## config.mk

```make
export PLATFORM = sky130hd
export DESIGN_NAME = life_generation_row_engine_top_flat
export DESIGN_NICKNAME = d
export VERILOG_FILES = /design/src/sv/lgre_pkg.sv /design/src/sv/lgre_if.sv /design/src/sv/lgre_front.sv /design/src/sv/lgre_fifo.sv /design/src/sv/lgre_back.sv /design/src/sv/life_generation_row_engine_top.sv /design/src/flat_wrapper.sv
export SDC_FILE = /design/constraint.sdc
export NUM_CORES = 2
export LEC_CHECK = 0
export BUFFER_PORTS_ARGS = -buffer_cell sky130_fd_sc_hd__clkbuf_2
export CORE_MARGIN = 8
export CORE_UTILIZATION = 25
export CTS_BUF_LIST = sky130_fd_sc_hd__clkbuf_16
export CTS_CLUSTER_SIZE = 24
export DETAILED_ROUTE_END_ITERATION = 10
export GPL_ROUTABILITY_DRIVEN = 0
export SYNTH_ARGS = -nofsm -noshare
export SYNTH_HDL_FRONTEND = slang
export SYNTH_SLANG_ARGS = --single-unit
```

## constraint.sdc

```tcl
create_clock -name clock -period 13.39 [get_ports clock]
set_input_delay 1.339 -clock clock [delete_from_list [all_inputs] [get_ports clock]]
set_output_delay 1.339 -clock clock [all_outputs]
set_load 0.02 [all_outputs]
```

## src/sv/lgre_pkg.sv

```systemverilog
// Shared types and constants for the Game of Life row engine.
// No dependencies; every other file of the block except lgre_fifo refers to this package.
package lgre_pkg;

   // Port widths fixed by the row format
   localparam int ROW_W   = 64;
   localparam int WIDTH_W = 7;

   // Rule B3/S23 neighbor counts
   localparam logic [3:0] BIRTH_COUNT   = 4'd3;
   localparam logic [3:0] SURVIVE_COUNT = 4'd2;

   // Reset value of the column-width register
   localparam logic [WIDTH_W-1:0] WIDTH_RESET = 7'd64;

   // Control part of a queued job
   typedef struct packed {
      logic held;   // a middle row was pending when the request arrived
      logic last;   // request closed the frame
   } lgre_job_ctl_type;

endpackage

```

## src/sv/lgre_if.sv

```systemverilog
// Valid/ready channel interfaces of the Game of Life row engine.
// Depends on lgre_pkg for the payload widths.

// Row request channel
interface lgre_req_if;
   logic                       valid;
   logic                       ready;
   logic [lgre_pkg::ROW_W-1:0] row_bits;
   logic                       last_row;

   modport source (output valid, output row_bits, output last_row, input ready);
   modport sink   (input valid, input row_bits, input last_row, output ready);
endinterface

// Result row channel
interface lgre_rsp_if;
   logic                       valid;
   logic                       ready;
   logic [lgre_pkg::ROW_W-1:0] next_row;
   logic                       last_of_frame;

   modport source (output valid, output next_row, output last_of_frame, input ready);
   modport sink   (input valid, input next_row, input last_of_frame, output ready);
endinterface

// Column-width register write channel
interface lgre_csr_if;
   logic                         valid;
   logic                         ready;
   logic [lgre_pkg::WIDTH_W-1:0] width_in_use;

   modport source (output valid, output width_in_use, input ready);
   modport sink   (input valid, input width_in_use, output ready);
endinterface

```

## src/sv/lgre_front.sv

```systemverilog
// Front end: width register, row masking and the two-row line buffer.
// Depends on lgre_pkg and lgre_if; pushes one job per request that has results.
module lgre_front #(
   parameter int COLS  = 64,
   parameter int JOB_W = 4 * COLS + 2
) (
   input  logic              clock,
   input  logic              reset,
   lgre_req_if.sink          req,
   lgre_csr_if.sink          csr,
   output logic              job_valid,
   input  logic              job_ready,
   output logic [JOB_W-1:0]  job_data
);

   logic [lgre_pkg::WIDTH_W-1:0] width_ff;
   logic [COLS-1:0]              row_above_ff, row_above_in;
   logic [COLS-1:0]              row_middle_ff, row_middle_in;
   logic                         held_ff, held_in;
   logic [COLS-1:0]              mask;
   logic [COLS-1:0]              cur;
   logic                         accept;
   lgre_pkg::lgre_job_ctl_type   ctl;

   // Width register; writes taken at any time
   assign csr.ready = 1'b1;

   always_ff @(posedge clock) begin
      if (reset) begin
         width_ff <= lgre_pkg::WIDTH_RESET;
      end else if (csr.valid) begin
         width_ff <= csr.width_in_use;
      end
   end

   // Column mask: column c is live when width exceeds c
   for (genvar c = 0; c < COLS; c++) begin : g_mask
      assign mask[c] = (width_ff > lgre_pkg::WIDTH_W'(c));
   end

   assign cur    = req.row_bits[COLS-1:0] & mask;
   assign accept = req.valid && req.ready;

   // Stall only when the queue is full
   assign req.ready = job_ready;

   // Requests with no pending row and no frame end produce no job
   assign ctl.held  = held_ff;
   assign ctl.last  = req.last_row;
   assign job_valid = req.valid && (held_ff || req.last_row);
   assign job_data  = {ctl, mask, row_above_ff, row_middle_ff, cur};

   // Line buffer update; held rows are zero whenever nothing is held
   always_comb begin
      row_above_in  = row_above_ff;
      row_middle_in = row_middle_ff;
      held_in       = held_ff;
      if (accept) begin
         if (req.last_row) begin
            row_above_in  = '0;
            row_middle_in = '0;
            held_in       = 1'b0;
         end else begin
            row_above_in  = row_middle_ff;
            row_middle_in = cur;
            held_in       = 1'b1;
         end
      end
   end

   always_ff @(posedge clock) begin
      if (reset) begin
         row_above_ff  <= '0;
         row_middle_ff <= '0;
         held_ff       <= 1'b0;
      end else begin
         row_above_ff  <= row_above_in;
         row_middle_ff <= row_middle_in;
         held_ff       <= held_in;
      end
   end

endmodule

```

## src/sv/lgre_fifo.sv

```systemverilog
// Small register queue that decouples the front end from the back end.
// No package dependency; DEPTH must be a power of two.
module lgre_fifo #(
   parameter int DATA_W = 8,
   parameter int DEPTH  = 4
) (
   input  logic              clock,
   input  logic              reset,
   input  logic              push_valid,
   output logic              push_ready,
   input  logic [DATA_W-1:0] push_data,
   output logic              pop_valid,
   input  logic              pop_ready,
   output logic [DATA_W-1:0] pop_data
);

   localparam int PTR_W = (DEPTH > 1) ? $clog2(DEPTH) : 1;
   localparam int CNT_W = $clog2(DEPTH + 1);

   logic [DATA_W-1:0] mem_ff [DEPTH];
   logic [PTR_W-1:0]  wr_ptr_ff, wr_ptr_in;
   logic [PTR_W-1:0]  rd_ptr_ff, rd_ptr_in;
   logic [CNT_W-1:0]  count_ff, count_in;
   logic              push;
   logic              pop;

   assign push_ready = (count_ff != CNT_W'(DEPTH));
   assign pop_valid  = (count_ff != '0);
   assign pop_data   = mem_ff[rd_ptr_ff];
   assign push       = push_valid && push_ready;
   assign pop        = pop_valid && pop_ready;

   // Pointer and fill count
   always_comb begin
      wr_ptr_in = push ? wr_ptr_ff + PTR_W'(1) : wr_ptr_ff;
      rd_ptr_in = pop  ? rd_ptr_ff + PTR_W'(1) : rd_ptr_ff;
      count_in  = count_ff;
      if (push && !pop) begin
         count_in = count_ff + CNT_W'(1);
      end else if (pop && !push) begin
         count_in = count_ff - CNT_W'(1);
      end
   end

   always_ff @(posedge clock) begin
      if (reset) begin
         wr_ptr_ff <= '0;
         rd_ptr_ff <= '0;
         count_ff  <= '0;
      end else begin
         wr_ptr_ff <= wr_ptr_in;
         rd_ptr_ff <= rd_ptr_in;
         count_ff  <= count_in;
      end
   end

   // Storage, no reset needed
   always_ff @(posedge clock) begin
      if (push) begin
         mem_ff[wr_ptr_ff] <= push_data;
      end
   end

endmodule

```

## src/sv/lgre_back.sv

```systemverilog
// Back end: 64 cell lanes apply B3/S23 to a queued job, one result row per cycle while rsp is not stalled.
// Depends on lgre_pkg and lgre_if; a job expands to one or two result rows.
module lgre_back #(
   parameter int COLS  = 64,
   parameter int JOB_W = 4 * COLS + 2
) (
   input  logic              clock,
   input  logic              reset,
   input  logic              job_valid,
   output logic              job_ready,
   input  logic [JOB_W-1:0]  job_data,
   lgre_rsp_if.source        rsp
);

   localparam int CTL_W = $bits(lgre_pkg::lgre_job_ctl_type);

   // Phase codes of a job with two result rows
   localparam logic PH_FIRST  = 1'b0;
   localparam logic PH_SECOND = 1'b1;

   lgre_pkg::lgre_job_ctl_type ctl;
   logic [COLS-1:0]  mask, up, mid, down;
   logic [COLS-1:0]  sel_up, sel_mid, sel_down;
   logic [COLS+1:0]  up_x, mid_x, down_x;
   logic [COLS-1:0]  lane_res;
   logic             phase_ff, phase_in;
   logic             out_valid_ff, out_valid_in;
   logic [COLS-1:0]  next_row_ff, next_row_in;
   logic             lof_ff, lof_in;
   logic             do_center;
   logic             load;
   logic             fire;
   logic             done_job;

   // Unpack job
   assign ctl  = lgre_pkg::lgre_job_ctl_type'(job_data[JOB_W-1 -: CTL_W]);
   assign mask = job_data[4*COLS-1:3*COLS];
   assign up   = job_data[3*COLS-1:2*COLS];
   assign mid  = job_data[2*COLS-1:COLS];
   assign down = job_data[COLS-1:0];

   // Held row first, then the bottom row when the frame ends
   assign do_center = (phase_ff == PH_FIRST) && ctl.held;
   assign done_job  = !(do_center && ctl.last);

   always_comb begin
      if (do_center) begin
         sel_up   = up & mask;
         sel_mid  = mid & mask;
         sel_down = down;
      end else begin
         sel_up   = mid & mask;
         sel_mid  = down;
         sel_down = '0;
      end
   end

   // Dead border on both sides
   assign up_x   = {1'b0, sel_up,   1'b0};
   assign mid_x  = {1'b0, sel_mid,  1'b0};
   assign down_x = {1'b0, sel_down, 1'b0};

   // One lane per column
   for (genvar c = 0; c < COLS; c++) begin : g_lane
      logic [3:0] n;
      assign n = 4'(up_x[c]) + 4'(up_x[c+1]) + 4'(up_x[c+2])
               + 4'(mid_x[c]) + 4'(mid_x[c+2])
               + 4'(down_x[c]) + 4'(down_x[c+1]) + 4'(down_x[c+2]);
      assign lane_res[c] = (n == lgre_pkg::BIRTH_COUNT)
                        || ((n == lgre_pkg::SURVIVE_COUNT) && mid_x[c+1]);
   end

   // Output register loads when empty or being drained
   assign load      = !out_valid_ff || rsp.ready;
   assign fire      = job_valid && load;
   assign job_ready = load && done_job;

   always_comb begin
      phase_in     = phase_ff;
      out_valid_in = out_valid_ff;
      next_row_in  = next_row_ff;
      lof_in       = lof_ff;
      if (load) begin
         out_valid_in = job_valid;
      end
      if (fire) begin
         next_row_in = lane_res & mask;
         lof_in      = !do_center;
         phase_in    = done_job ? PH_FIRST : PH_SECOND;
      end
   end

   always_ff @(posedge clock) begin
      if (reset) begin
         phase_ff     <= PH_FIRST;
         out_valid_ff <= 1'b0;
      end else begin
         phase_ff     <= phase_in;
         out_valid_ff <= out_valid_in;
      end
   end

   always_ff @(posedge clock) begin
      next_row_ff <= next_row_in;
      lof_ff      <= lof_in;
   end

   assign rsp.valid         = out_valid_ff;
   assign rsp.next_row      = lgre_pkg::ROW_W'(next_row_ff);
   assign rsp.last_of_frame = lof_ff;

   // Second phase only for a frame-ending job with a held row still at the head
   a_second_phase_job : assert property (@(posedge clock) disable iff (reset)
      (phase_ff == PH_SECOND) |-> (job_valid && ctl.held && ctl.last))
      else $error("second phase without a matching job");

   // The first row of a two-row job never closes the frame
   a_second_phase_out : assert property (@(posedge clock) disable iff (reset)
      (phase_ff == PH_SECOND) |-> (out_valid_ff && !lof_ff))
      else $error("bad output ahead of the frame's last row");

   // A job kept at the head moves to its second phase
   a_keep_job : assert property (@(posedge clock) disable iff (reset)
      (fire && !done_job) |=> (phase_ff == PH_SECOND))
      else $error("job kept without phase change");

endmodule

```

## src/sv/life_generation_row_engine_top.sv

```systemverilog
// Game of Life (B3/S23) row engine, top level.
// Grid rows arrive top first on req_ch (row_bits, last_row). Each row is
// masked to the width held in the csr_ch register (reset 64 columns) and kept
// in a two-row line buffer. Once the row below a held row arrives, the next
// generation of the held row goes out on rsp_ch. A request marked last_row
// also emits the bottom row, flagged with last_of_frame, and clears the buffer.
// Each result passes the job queue and then the output register; the second
// result of a last row comes from the same queued job after the first.
// Throughput: one request per cycle while the job queue is not full; the 64
// lane cell array in the back end retires one result row per cycle while
// rsp_ch does not stall, so a last_row request that closes a frame of two or
// more rows holds its job at the queue head for a second result row.
// Reset clears the line buffer, the queue and the output register and sets
// the width to 64. When rsp_ch stalls, the output register holds its row, the
// queue fills, and req_ch.ready drops once the queue is full.
// Width writes belong between frames with the block drained.
// Depends on lgre_pkg, lgre_if, lgre_front, lgre_fifo and lgre_back.
module life_generation_row_engine_top #(
   parameter int MAX_COLS    = 64,
   parameter int QUEUE_DEPTH = 4
) (
   input  logic        clock,
   input  logic        reset,
   lgre_req_if.sink    req_ch,
   lgre_rsp_if.source  rsp_ch,
   lgre_csr_if.sink    csr_ch
);

   localparam int JOB_W = 4 * MAX_COLS + $bits(lgre_pkg::lgre_job_ctl_type);

   logic             push_valid, push_ready;
   logic [JOB_W-1:0] push_data;
   logic             pop_valid, pop_ready;
   logic [JOB_W-1:0] pop_data;

   // Classify and buffer rows
   lgre_front #(
      .COLS  (MAX_COLS),
      .JOB_W (JOB_W)
   ) u_front (
      .clock     (clock),
      .reset     (reset),
      .req       (req_ch),
      .csr       (csr_ch),
      .job_valid (push_valid),
      .job_ready (push_ready),
      .job_data  (push_data)
   );

   // Job queue
   lgre_fifo #(
      .DATA_W (JOB_W),
      .DEPTH  (QUEUE_DEPTH)
   ) u_fifo (
      .clock      (clock),
      .reset      (reset),
      .push_valid (push_valid),
      .push_ready (push_ready),
      .push_data  (push_data),
      .pop_valid  (pop_valid),
      .pop_ready  (pop_ready),
      .pop_data   (pop_data)
   );

   // Cell lanes and result register
   lgre_back #(
      .COLS  (MAX_COLS),
      .JOB_W (JOB_W)
   ) u_back (
      .clock     (clock),
      .reset     (reset),
      .job_valid (pop_valid),
      .job_ready (pop_ready),
      .job_data  (pop_data),
      .rsp       (rsp_ch)
   );

endmodule
```

## src/flat_wrapper.sv

```systemverilog
// flat-port wrapper written by rule: the top's interface ports become plain ports
module life_generation_row_engine_top_flat 
#(
   parameter int MAX_COLS    = 64,
   parameter int QUEUE_DEPTH = 4
)
  (clock, reset, req_ch_valid, req_ch_row_bits, req_ch_last_row, req_ch_ready, rsp_ch_valid, rsp_ch_next_row, rsp_ch_last_of_frame, rsp_ch_ready, csr_ch_valid, csr_ch_width_in_use, csr_ch_ready);
  lgre_req_if req_ch_i ();
  lgre_rsp_if rsp_ch_i ();
  lgre_csr_if csr_ch_i ();
  input  logic clock;
  input  logic reset;
  input wire logic [$bits(req_ch_i.valid)-1:0] req_ch_valid;
  input wire logic [$bits(req_ch_i.row_bits)-1:0] req_ch_row_bits;
  input wire logic [$bits(req_ch_i.last_row)-1:0] req_ch_last_row;
  output wire logic [$bits(req_ch_i.ready)-1:0] req_ch_ready;
  output wire logic [$bits(rsp_ch_i.valid)-1:0] rsp_ch_valid;
  output wire logic [$bits(rsp_ch_i.next_row)-1:0] rsp_ch_next_row;
  output wire logic [$bits(rsp_ch_i.last_of_frame)-1:0] rsp_ch_last_of_frame;
  input wire logic [$bits(rsp_ch_i.ready)-1:0] rsp_ch_ready;
  input wire logic [$bits(csr_ch_i.valid)-1:0] csr_ch_valid;
  input wire logic [$bits(csr_ch_i.width_in_use)-1:0] csr_ch_width_in_use;
  output wire logic [$bits(csr_ch_i.ready)-1:0] csr_ch_ready;
  assign req_ch_i.valid = req_ch_valid;
  assign req_ch_i.row_bits = req_ch_row_bits;
  assign req_ch_i.last_row = req_ch_last_row;
  assign req_ch_ready = req_ch_i.ready;
  assign rsp_ch_valid = rsp_ch_i.valid;
  assign rsp_ch_next_row = rsp_ch_i.next_row;
  assign rsp_ch_last_of_frame = rsp_ch_i.last_of_frame;
  assign rsp_ch_i.ready = rsp_ch_ready;
  assign csr_ch_i.valid = csr_ch_valid;
  assign csr_ch_i.width_in_use = csr_ch_width_in_use;
  assign csr_ch_ready = csr_ch_i.ready;
  life_generation_row_engine_top #(.MAX_COLS(MAX_COLS), .QUEUE_DEPTH(QUEUE_DEPTH)) u_core (.clock(clock), .reset(reset), .req_ch(req_ch_i), .rsp_ch(rsp_ch_i), .csr_ch(csr_ch_i));
endmodule
```

* After elaboration in Yosys (flattened, before gate mapping)
Memories as Yosys holds them, arrays and structs flattened. A register that Yosys moved wholly into a read port is not among the register bits. Index checks and enable logic that the tools add are counted.
Cells by class: bitwise gates (word level) 5, $add $sub $neg 445, equal/unequal tests 129, reductions and logical operators 147, mux-type cells 13, order comparisons 64
Operator list (number):
- $add A4 B1 Y4 | 252
- $eq A4 B2 Y1 const B | 128
- $mux W64 | 5
- $and A64 B64 Y64 | 4
- $add A3 B1 Y4 | 63
- $gt A7 B6 Y1 const B | 32
- $add A2 B1 Y3 | 63
- $add A1 B1 Y2 | 63
- $gt A7 B5 Y1 const B | 16
- $logic_and A1 B1 Y1 | 74
- $logic_or A1 B1 Y1 | 66
- $gt A7 B4 Y1 const B | 8
- $gt A7 B3 Y1 const B | 4
- $gt A7 B1 Y1 const B | 2
- $gt A7 B2 Y1 const B | 2
- $mux W3 | 2
- $logic_not A1 Y1 | 5
- $add A2 B1 Y2 const B | 2
- $mux W1 | 4
- $mux W2 | 2
- $add A3 B1 Y3 const B | 1
- $ne A3 B3 Y1 const B | 1
- $reduce_bool A3 Y1 | 1
- $sub A3 B1 Y3 const B | 1
- 2 further kinds | 2
Word-level totals: RAM bits 1032, bits in registers 210, memories 1, logic and storage cells 815
Memory list:
- u_core.u_fifo.mem_ff | words 4, bits a word 258, read ports 1, clocked after memory_dff 1, write ports 1, line lgre_fifo.sv:20 | logic [DATA_W-1:0] mem_ff [DEPTH];

* Depth between registers and ports, before layout
word-level depth 14, depth in mapped cells 20

* Cells and area by module
A second synthesis with hierarchy kept.
Unflattened totals: cells, all modules 3466, area, all modules 58618.7 um2
By module, submodules not included:
- lgre_fifo | area each 38147.8 um2, cells an instance 1396, times used 1
- lgre_back | area each 14430.1 um2, cells an instance 1379, times used 1
- lgre_front | area each 6040.8 um2, cells an instance 691, times used 1

* Least setup slack after synthesis
No wires, ideal clock.
path type in2reg, from in req_ch_last_row, to mem u_core.u_fifo.mem_ff[0][0] in the netlist's numbering (enable), arrival 8.063 ns, stages 4, setup slack 4.675 ns, library setup time 0.652 ns, buffers on the path 1, cells stage by stage clkbuf_1 > nor2_1 > nor3_1 > and2_1
Between the ends: cells in the longest elaborated chain, start to end 5
Ends and longest elaborated chain:
- from (decl) | line flat_wrapper.sv:15 | input wire logic [$bits(req_ch_i.last_row)-1:0] req_ch_last_row;
- $logic_or A1 B1 Y1 | line lgre_front.sv:50 | assign job_valid = req.valid && (held_ff || req.last_row);
- $logic_and A1 B1 Y1 | line lgre_front.sv:50
- $logic_and A1 B1 Y1 | line lgre_fifo.sv:30 | assign push = push_valid && push_ready;
- via u_core.u_fifo.push | line lgre_fifo.sv:24 | logic push;
- $mux W1 | line lgre_fifo.sv:59 | if (push) begin
- $mux W1 (implied by the code) | line lgre_fifo.sv:60 | mem_ff[wr_ptr_ff] <= push_data;
- to (decl) | line lgre_fifo.sv:20
The timed path passes the listed nets, and every way through them passes these cells.

==> reports/summary.txt <==
post-cts resize count = 0
CTS Buf Count = 137
CP endpoint kind = flip-flop
Most used DFF post-synth = edfxtp_1
CTS tree = built
P_sw = 0.00726 W
final hold slack = 0.493 ns
YS warnings = 0
detailed-route wire length per cell = 21.5 um
post-CTS setup buffer count = 0
die span in x = 497 um
crit-path most repeated cell = fa_1
DR vias/cell = 4.64
first-pass GRT wire length = 220000 um
Period minus WS final = 6.70 ns
synthesized area = 0.0578 mm2
Crit path required time = 13.88 ns
routed wire length = 148000 um
number of global-route vias before repair = 33816
met2 WL = 72600 um
final setup fails = 0
Synth Area in XOR/XNOR = 0.0455%
compound-gate portion of the synthesized area = 5.72%
Area Growth Syn to Fin = 14.7%
die span in y = 497 um
CP Launch Type = flip-flop
Placement Setup Slack = 6.57 ns
HP Class = flip-flop to flip-flop
Root Driver = clkbuf_16
top cells by area, synth = edfxtp_1 57%, mux4_2 10%, fa_1 8.8%
vias = 31872
Synth Instances = 3577
Least-Margin Pin Slew = 1.24 ns
Initial Util = 25.1%
GRT Util Overall = 11.8%
RSZ-0062 raised after global routing = false
core area = 0.230 mm2
1st-pass router iterations = 6
clock skew = 0.0239 ns
CTS Buffer Depth = 3
max-slew violation count = 0
Cell variety after synth = 60
Fillers = 22820
PD cells = 274 mW/mm2
largest family of logic cells by synthesized area = adder cells
die area = 0.247 mm2
crit path kind = flip-flop to flip-flop
htree depth = 4
proportion of synthesized area in mux cells = 10.3%
Async SR Flop Fraction = 0%
met1 WL = 63400 um
Post-Synth Adder-Cell Area = 12.9%
largest net degree at the start of global routing = 137
Syn Area/Cell = 16.2 um2
leakage = 23.1 nW
Worst VDD drop = 154 uV
status = finished clean
commonest non-fill, non-tap cell in the layout = edfxtp_1
Fin. Hold Viols = 0
Sink Count = 1244
Reg clk slew, reported paths = 0.06 ns
Synth area leader = edfxtp_1
Comb power frac = 52.5%
syn_nets = 4100
Max-Cap Viols = 0
Yosys reg bits = 1244
Clock Latency Late Sink = 0.76 ns
Worst Path Buf+Inv = 2
area share of the largest cell type after synthesis = 57.0%
setup_tns = 0 ns
drt first-iter violations = 2492
initial antenna violation count = 21
WL met3 = 8670 um
family with the most delay on the worst path = adder cells
CP max stage delay = 1.03 ns
crit-path cells = buf_4, buf_4, mux4_2, nand2_1, a21oi_1, fa_1, fa_1, fa_1, ha_1, fa_1, and3_1, o21ai_0, a211oi_2
arrival time worst endpoint = 7.19 ns
# port buffers = 143
Site Rows = 176
clock network fraction of total power = 20.0%
drt drc = 0
Post-Synth Simple-Gate Area = 6.90%
f_max = 149 MHz
Switching Fraction = 40.0%
share of cells above drive strength 1 = 18.3%
most frequent cells in the layout = 1097 x edfxtp_1, 339 x nand2_1, 287 x a21oi_1, 258 x mux4_2, 253 x fa_1
Final #Nets = 4259
Post-DRT Antenna Nets = 0
sequential share of power = 27.5%
period utilization = 50.1%
Slew headroom = 16.5%
grt total ovfl = 0
Post-CTS Hold Fix Bufs = 0
sequential area share after synthesis = 62.1%
Crit Path Max Fanout = 60
Final Cell Area = 0.0663 mm2
I/O pin count = 145
fin worst setup slack = 6.69 ns
DP Area = 0.0620 mm2
internal power = 0.0109 W
DP HPWL = 92400 um
Post-synth EDFFs = 1097
slowest library cell on the worst path = dfxtp_4
top sig layer = met5
synthesized netlist by cell type (all sizes together), types with 6 or more instances:
library cell  count
buf              86
a32oi            18
ha              193
nor2b             8
a21oi           289
a32o             11
mux2i             8
fa              253
nand3b           73
o21ai            68
a21boi           32
dfxtp           147
and2            106
edfxtp         1097
a211oi           38
nor2            126
o211ai           29
nand3            68
inv              88
mux4            258
a31oi             6
nor3              8
and3             65
a22oi            25
nand2           350
clkbuf           87
worst register-to-register path, delay by kind of cell, from the launching register on:
family / cells / cell delay, ns
compound gates: 3 / 0.81
flops: 1 / 1.03
simple gates: 2 / 0.21
fa+ha+maj: 5 / 2.11
buf+inv: 2 / 1.83
mux: 1 / 0.44
layer usage:
layer	up-vias	global-route usage [%]
li1	14067	-
met1	16734	15.3
met2	849	20.3
met3	212	2.42
met4	10	3.07
met5	-	0
cells by family after synthesis:
group	count (synthesis)
flops	1244
buf+inv	262
other cells	1
simple gates	820
xor+xnor	3
fa+ha+maj	446
mux	269
compound gates	532
power groups by stage:
| stage | Sequential, W | Clock, W | Combinational (W) |
|---|---|---|---|
| 2_1_floorplan | 0.00511 | 0 | 0.00703 |
| 3_3_place_gp | 0.00508 | 0 | 0.00923 |
| 3_5_place_dp | 0.00509 | 0 | 0.00960 |
| 4_1_cts | 0.00501 | 0.00371 | 0.00968 |
| 5_1_grt | 0.00503 | 0.00385 | 0.0110 |
| 6_report | 0.00498 | 0.00363 | 0.00954 |
metrics by stage:
step	util (%)	total power (W)	std cells
floorplan	-	0.0121	3577
global placement	27.0	0.0143	6623
detailed placement	27.0	0.0147	6623
CTS	28.8	0.0184	6871
global route	28.8	0.0199	6872
finish	28.8	0.0181	6875
final timing paths:
path / from / endpoint / slack [ns] / cells after the start
worst min register to register: u_core.u_front.row_above_ff[13]$_SDFFE_PP0P_ / u_core.u_front.row_above_ff[13]$_SDFFE_PP0P_ / 0.49 / 2
worst max-delay path: flip-flop / u_core.u_back.rsp.next_row[36]$_DFFE_PP_ / 6.69 / 13
worst max register to register: flip-flop / u_core.u_back.rsp.next_row[36]$_DFFE_PP_ / 6.69 / 13
worst min-delay path: u_core.u_front.row_above_ff[13]$_SDFFE_PP0P_ / u_core.u_front.row_above_ff[13]$_SDFFE_PP0P_ / 0.49 / 2
final cells by class:
cell class / instances / area (um2) / share of cell area (%)
sequential: 1244 / 35900 / 54.1
multi-input combinational: 2071 / 20800 / 31.4
tap: 3026 / 3790 / 5.71
clock buffer: 140 / 3500 / 5.28
timing repair buffer: 193 / 1150 / 1.73
clock inverter: 108 / 816 / 1.23
inverter: 89 / 339 / 0.511
antenna: 4 / 10.0 / 0.0151
sequential cells by signal (all words and copies together) (netlist names), 2 cells and up, named ones only:
register	count
u_core.u_front.width_ff	7
u_core.u_front.row_middle_ff	64
u_core.u_front.row_above_ff	64
u_core.u_fifo.rd_ptr_ff	2
u_core.u_back.rsp.next_row	64
u_core.u_fifo.wr_ptr_ff	2
u_core.u_fifo.count_ff	3
u_core.u_fifo.mem_ff	1032
Note: power is estimated with default switching activity, not from simulation.
